**config.mk**
```make
export PLATFORM = sky130hd
export DESIGN_NAME = ntc_div_pipe
export DESIGN_NICKNAME = d
export VERILOG_FILES = /design/src/rtl/core/ntc_pkg.sv /design/src/rtl/core/ntc_div_pipe.sv
export SDC_FILE = /design/constraint.sdc
export NUM_CORES = 1
export LEC_CHECK = 0
export ABC_AREA = 1
export BUFFER_PORTS_ARGS = -buffer_cell sky130_fd_sc_hd__buf_2
export CAP_MARGIN = 20
export CORE_ASPECT_RATIO = 1.75
export CORE_UTILIZATION = 56
export CTS_BUF_LIST = sky130_fd_sc_hd__clkbuf_16
export CTS_CLUSTER_DIAMETER = 40
export CTS_CLUSTER_SIZE = 25
export DETAILED_ROUTE_END_ITERATION = 8
export PLACE_DENSITY_LB_ADDON = 0.15
export REMOVE_ABC_BUFFERS = 1
export SLEW_MARGIN = 10
export SYNTH_ARGS = -nofsm -noshare
export SYNTH_HDL_FRONTEND = slang
export SYNTH_SLANG_ARGS = --single-unit
```
**constraint.sdc**
```tcl
create_clock -name clock -period 1.8 [get_ports clock]
set_clock_uncertainty 0.1 [all_clocks]
set_input_delay 0.09 -clock clock [delete_from_list [all_inputs] [get_ports clock]]
set_output_delay 0.09 -clock clock [all_outputs]
set_load 0.03 [all_outputs]
```
**src/rtl/core/ntc_pkg.sv**
```systemverilog
// Shared types, constants and codes for the NTC thermistor linearizer.
// No dependencies; compiled first.
package ntc_pkg;

   // Port widths
   localparam int DEF_ADC_BITS = 12;
   localparam int TEMP_W       = 18;
   localparam int STATUS_W     = 2;
   localparam int CSR_IDX_W    = 3;
   localparam int CSR_DATA_W   = 20;

   // Register widths
   localparam int RF_W = 20;
   localparam int VS_W = 13;
   localparam int B_W  = 14;
   localparam int RN_W = 20;
   localparam int T0_W = 16;

   // Register reset values
   localparam logic [RF_W-1:0] RF_RESET = RF_W'(10000);
   localparam logic [VS_W-1:0] VS_RESET = VS_W'(3300);
   localparam logic [B_W-1:0]  B_RESET  = B_W'(3950);
   localparam logic [RN_W-1:0] RN_RESET = RN_W'(10000);
   localparam logic [T0_W-1:0] T0_RESET = T0_W'(29815);

   // Register indexes
   localparam logic [CSR_IDX_W-1:0] REG_FIXED_RES   = CSR_IDX_W'(0);
   localparam logic [CSR_IDX_W-1:0] REG_SUPPLY_MV   = CSR_IDX_W'(1);
   localparam logic [CSR_IDX_W-1:0] REG_BETA        = CSR_IDX_W'(2);
   localparam logic [CSR_IDX_W-1:0] REG_NOMINAL_RES = CSR_IDX_W'(3);
   localparam logic [CSR_IDX_W-1:0] REG_NOMINAL_T   = CSR_IDX_W'(4);

   // Status codes
   localparam logic [STATUS_W-1:0] ST_OK        = STATUS_W'(0);
   localparam logic [STATUS_W-1:0] ST_ZERO_CODE = STATUS_W'(1);
   localparam logic [STATUS_W-1:0] ST_AT_SUPPLY = STATUS_W'(2);
   localparam logic [STATUS_W-1:0] ST_SATURATED = STATUS_W'(3);

   // Arithmetic constants
   localparam int FULL_SCALE_MV = 1100;
   localparam int CK_OFFSET     = 27315;
   localparam int TEMP_MAX      = 100000;
   localparam int TEMP_MIN      = -27315;
   localparam int LN2_Q24       = 11629080;
   localparam int LN_SHIFT      = 24;
   localparam int INV_SHIFT     = 40;
   localparam int TERM_SHIFT    = 10;
   localparam int FRAC_BITS     = 30;
   localparam int CENTI         = 100;
   localparam int DIVW          = 21;   // holds 100 * beta and T0

   // Pipeline control handed to the arithmetic units
   typedef struct packed {
      logic en;
      logic valid;
   } pipe_ctl_type;

   // Per-item flags that ride along the pipeline
   typedef struct packed {
      logic zero_code;
      logic at_supply;
      logic neg;
      logic nonpos;
   } flags_type;

   localparam int FLAGS_W = $bits(flags_type);

endpackage

```
**src/rtl/core/ntc_div_pipe.sv**
```systemverilog
// Pipelined restoring divider, one quotient bit per stage, NL lanes plus a sideband.
// Depends on ntc_pkg. The pipeline has NW stages.
module ntc_div_pipe import ntc_pkg::*; #(
   parameter int NL = 1,
   parameter int NW = 8,
   parameter int DW = 8,
   parameter int SW = 1
) (
   input  logic                   clock,
   input  logic                   reset,
   input  pipe_ctl_type           ctl,
   input  logic [NL-1:0][NW-1:0]  in_num,
   input  logic [NL-1:0][DW-1:0]  in_den,
   input  logic [SW-1:0]          in_side,
   output logic                   out_valid,
   output logic [NL-1:0][NW-1:0]  out_quo,
   output logic [SW-1:0]          out_side
);

   logic                  vld_ff  [NW];
   logic [NL-1:0][DW-1:0] rem_ff  [NW];
   logic [NL-1:0][DW-1:0] den_ff  [NW];
   logic [NL-1:0][NW-1:0] qn_ff   [NW];   // dividend bits shift out, quotient bits in
   logic [SW-1:0]         side_ff [NW];

   genvar s, l;
   for (s = 0; s < NW; s++) begin : g_stage
      logic                  v_src;
      logic [NL-1:0][DW-1:0] rem_src;
      logic [NL-1:0][DW-1:0] den_src;
      logic [NL-1:0][NW-1:0] qn_src;
      logic [SW-1:0]         side_src;
      logic [NL-1:0][DW-1:0] rem_in;
      logic [NL-1:0][NW-1:0] qn_in;

      if (s == 0) begin : g_first
         assign v_src    = ctl.valid;
         assign rem_src  = '0;
         assign den_src  = in_den;
         assign qn_src   = in_num;
         assign side_src = in_side;
      end else begin : g_next
         assign v_src    = vld_ff[s-1];
         assign rem_src  = rem_ff[s-1];
         assign den_src  = den_ff[s-1];
         assign qn_src   = qn_ff[s-1];
         assign side_src = side_ff[s-1];
      end

      // trial subtract of the divisor from the shifted partial remainder
      for (l = 0; l < NL; l++) begin : g_lane
         logic [DW:0] trial;
         logic        take;
         assign trial     = {rem_src[l], qn_src[l][NW-1]};
         assign take      = trial >= {1'b0, den_src[l]};
         assign rem_in[l] = take ? DW'(trial - {1'b0, den_src[l]}) : trial[DW-1:0];
         assign qn_in[l]  = {qn_src[l][NW-2:0], take};
      end

      always_ff @(posedge clock) begin
         if (reset) begin
            vld_ff[s] <= 1'b0;
         end else if (ctl.en) begin
            vld_ff[s] <= v_src;
         end
      end

      always_ff @(posedge clock) begin
         if (ctl.en) begin
            rem_ff[s]  <= rem_in;
            den_ff[s]  <= den_src;
            qn_ff[s]   <= qn_in;
            side_ff[s] <= side_src;
         end
      end
   end

   assign out_valid = vld_ff[NW-1];
   assign out_quo   = qn_ff[NW-1];
   assign out_side  = side_ff[NW-1];

endmodule

```
Word level (Yosys, flattened, before mapping)
Memories as Yosys holds them, arrays and structs flattened. Index checks and enable logic that the tools add are counted.

Multipliers: 0. Reductions and logical operators: 0. Bitwise operators: 8. Add/sub/neg operators: 8. Multiplexer cells: 22. Divide/modulo/power cells: 0. Eq/ne operators: 0. Shifts and indexed selects: 0. Magnitude comparators: 8.

Operators with widths (count): $mux 8 (8); $ge 9x8->1 (7); $sub 8x8->8 (7); $mux 1 (14); $ge 1x8->1 (1); $or 1x1->1 (8); $sub 1x8->8 (1).

Output and inout bits: 10. Flip-flop bits (word level): 0. Logic and storage cells: 51. Memory bits (writable): 208. Memories: 5. Memory bits (read-only): 0. Bits of input ports: 21. Bits in latches: 0.

Memories: den_ff (words 8, bits a word 8, rd ports 7, clocked after Yosys merged registers in 0, write ports 8, RTL line ntc_div_pipe.sv:22) `logic [NL-1:0][DW-1:0] den_ff [NW];`; qn_ff (words 8, bits a word 8, rd ports 8, clocked after Yosys merged registers in 0, write ports 8, RTL line ntc_div_pipe.sv:23) `logic [NL-1:0][NW-1:0] qn_ff [NW];`; rem_ff (words 8, bits a word 8, rd ports 7, clocked after Yosys merged registers in 0, write ports 8, RTL line ntc_div_pipe.sv:21) `logic [NL-1:0][DW-1:0] rem_ff [NW];`; side_ff (words 8, bits a word 1, rd ports 8, clocked after Yosys merged registers in 0, write ports 8, RTL line ntc_div_pipe.sv:24) `logic [SW-1:0] side_ff [NW];`; vld_ff (words 8, bits a word 1, rd ports 8, clocked after Yosys merged registers in 0, write ports 8, RTL line ntc_div_pipe.sv:20) `logic vld_ff [NW];`.

Logic depth before layout (Yosys ltp)
Depth in word-level cells: 4. Mapped depth: 11. Gate-level depth less buffers: 11.

Worst setup path after synthesis
Ideal clock, no wire load.

Path kind: reg-to-reg. Start: memory rem_ff[5][5] (netlist name). End: memory rem_ff[6][7] (netlist name), data pin. Period minus slack after synthesis: 1.821 ns. Arrival: 1.469 ns. Stages on the path, launching flop included: 10. Setup slack: -0.021 ns. Path buffers: 0. Cells stage by stage: edfxtp_1 -> ha_1 -> nand2_1 -> nand2_1 -> nand2_1 -> nand2_1 -> a21oi_2 -> nand2_4 -> nand2_1 -> nand2_1.

RTL lines (RTL line): from (decl) (ntc_div_pipe.sv:21).

==> flow_summary_export.csv <==
group,metric,value,unit
place,hpwl,15800,um
setup_path,required,1.89,ns
setup_path,rrSetupSlack,-0.17,ns
timing,setup_slack,-0.170,ns
detailed_routing,wl_per_cell,17.8,um
layout,final_common_cell,"edfxtp_1",
setup_path,cp-startpoint,"den_ff[4][3]",
grt,track_usage,28.1,%
detailed_routing,drt_first_pass_iters,5,
die,pin_count,31,
detailed_routing,post-route-drc-count,0,
die,die_area,17800,um2
power_and_ir_drop,ir_worst_vdd,0.000828,V
layout,drive_above_1_share,45.3,%
clock_tree,cts-buffers-inserted,17,
grt,overflow,0,
timing,slew_headroom,69.7,%
timing,max_slew.worst_pin.slew,0.455,ns
worst_hold_path,hold_class,"in2reg",
flow_run,max-cap-violations,0,
synth,syn-cell-area,9640,um2
timing,layout_min_cycle_time,1.97,ns
die,core,16900,um2
synth,synthCells,935,
timing,holdWs,0.0354,ns
layout,diodes,0,
setup_path,cp-start-kind,"register",
detailed_routing,drtIter0Drc,426,
place,gp_congestion,0.936,
detailed_routing,vias_per_cell,5.41,
synth,syn_avg_cell_area,10.3,um2
clock_tree,clk_latency,0.44,ns
timing,rsz0062_at_grt,"true",
die,start_util,57.1,%
run_status,status,"finished, violations left",
setup_path,worstSetupPathType,"reg2reg",
power_and_ir_drop,leakagePower,0.00618,uW
clock_tree,cts-root-buf,"clkbuf_16",
clock_tree,cts_buffer_depth,2,
grt,grt_pass1_wl,36100,um
detailed_routing,routed_wl,25800,um
place,numPortBuffers,30,
setup_path,timing.rr.start,"den_ff[4][3]",
timing,fmax,508,MHz
timing,min_period_over_period,109,%
timing,fin_setup_tns,-5.07,ns
grt,grt_max_degree,52,
grt,antenna_found_initial,0,
synth,yosysWarnings,0,
run_status,violations,"setup timing",
timing,slew_violations,0,
timing,setup_viol,52,
worst_hold_path,min_from,"in_den[0]",
setup_path,cp_max_fo,5,
clock_tree,h-tree-depth,4,
synth,ys_seq_elements,192,
layout,final_util,82.4,%
power_and_ir_drop,p_per_area,1250,nW/um2
die,std_cell_rows,63,
die,die_h,176,um
clock_tree,clk_pin_slew,0.07,ns
timing,hold_viol,0,
layout,syn_to_final_growth,44.2,%
die,die_x,101,um
layout,final_cell_mix,"edfxtp_1 (192), nand2_1 (184), buf_4 (179), inv_1 (119), nand2_2 (77)",
clock_tree,numClockSinks,192,
detailed_routing,num_vias,7846,
grt,grt_pass1_vias,7905,
synth,synth_seq_area_share,59.8,%
setup_path,worstPathArrival,2.06,ns
detailed_routing,ant_nets,0,
synth,ys_types,29,
layout,fin_nets,1294,
clock_tree,cts_tree,"yes",
setup_path,crit_path_end_kind,"register",
metrics by stage:
stage                     total power, uW  setup WS [ns]  instance area [um2]  cells
final                               17400         -0.170                13900   1449
after global routing                18300         -0.326                13900   1449
after CTS                           16100        -0.0633                13000   1407
after detailed placement            11100         -0.238                11100   1321
after global placement              10900         -0.228                11100   1321
after floorplan                      8940        -0.0316                 9570    929
sequential cells by signal, indices dropped and copies added (netlist names):
name     flops
den_ff      56
rem_ff      56
vld_ff       8
side_ff      8
qn_ff       64
cells by family (layout without fill, tap and decap cells):
logic type	count (synthesis)	in the layout	share of synthesized area (%)
buffers and inverters	172	453	7.13
xor gates and xnor gates	19	19	1.73
and+or+nand+nor	457	463	20.9
adders and majority gates	64	64	8.78
AOI/OAI and AO/OA	31	31	1.65
DFF	192	192	59.8
area by class of cell:
cell class                      count  area [um2]
Clock inverter                     15         181
Timing Repair Buffer              255        2040
Fill cell                         897        2970
Multi-Input combinational cell    577        4560
Inverter                          166         631
Sequential cell                   192        5770
Tap cell                          227         284
Clock buffer                       17         425
cell usage after synthesis, drive strengths merged:
library cell / n / area [um2]
or2: 5 / 31.3
inv: 166 / 623
edfxtp: 192 / 5770
nand3: 88 / 440
nor2: 53 / 211
buf: 6 / 63.8
nor3b: 1 / 12.5
a21oi: 28 / 144
nor3: 9 / 50.1
nand2: 283 / 1150
o21ai: 3 / 15.0
fa: 6 / 120
xnor2: 7 / 61.3
xor2: 12 / 105
nand3b: 4 / 30.0
and2: 1 / 6.26
ha: 58 / 726
nand4: 13 / 81.3
metal layers:
layer,GRT usage [%],part of all wire [%]
met4,27.2,10
met1,20.5,28
met5,0,0
met2,55.1,57
met3,5.89,4.1
path summary, 6_finish.rpt:
kind | depth (start not counted) | endpoint
worst max register to register | 11 | rem_ff[5][6]
worst max-delay path | 11 | rem_ff[5][6]
worst min-delay path | 3 | rem_ff[0][0]
worst min register to register | 0 | qn_ff[1][6]
power breakdown:
part / internal, uW / leakage (uW) / switching (uW)
combinational: 3400 / 0.00400 / 3880
sequential: 5790 / 0.00189 / 429
clock: 2200 / 0.000284 / 1680
total: 11400 / 0.00618 / 5990
worst max-delay path: stages (launching register included):
cell,delay [ns]
edfxtp_1,0.42
inv_2,0.09
ha_4,0.21
buf_4,0.16
nand2_1,0.12
nand2_1,0.07
nand2_1,0.11
nand3_1,0.11
nand2_1,0.10
nand2_1,0.08
nand2_2,0.08
nand2_1,0.06
repair_timing:
item	in CTS	in global routing
pin swaps	65	79
resized for setup	183	147
endpoints found under the setup margin	54	53
hold buffers	19	0
setup buffers	30	40
endpoints found under the hold margin	28	0
gates cloned	5	2
No activity file was read; power rests on OpenSTA's default activity.
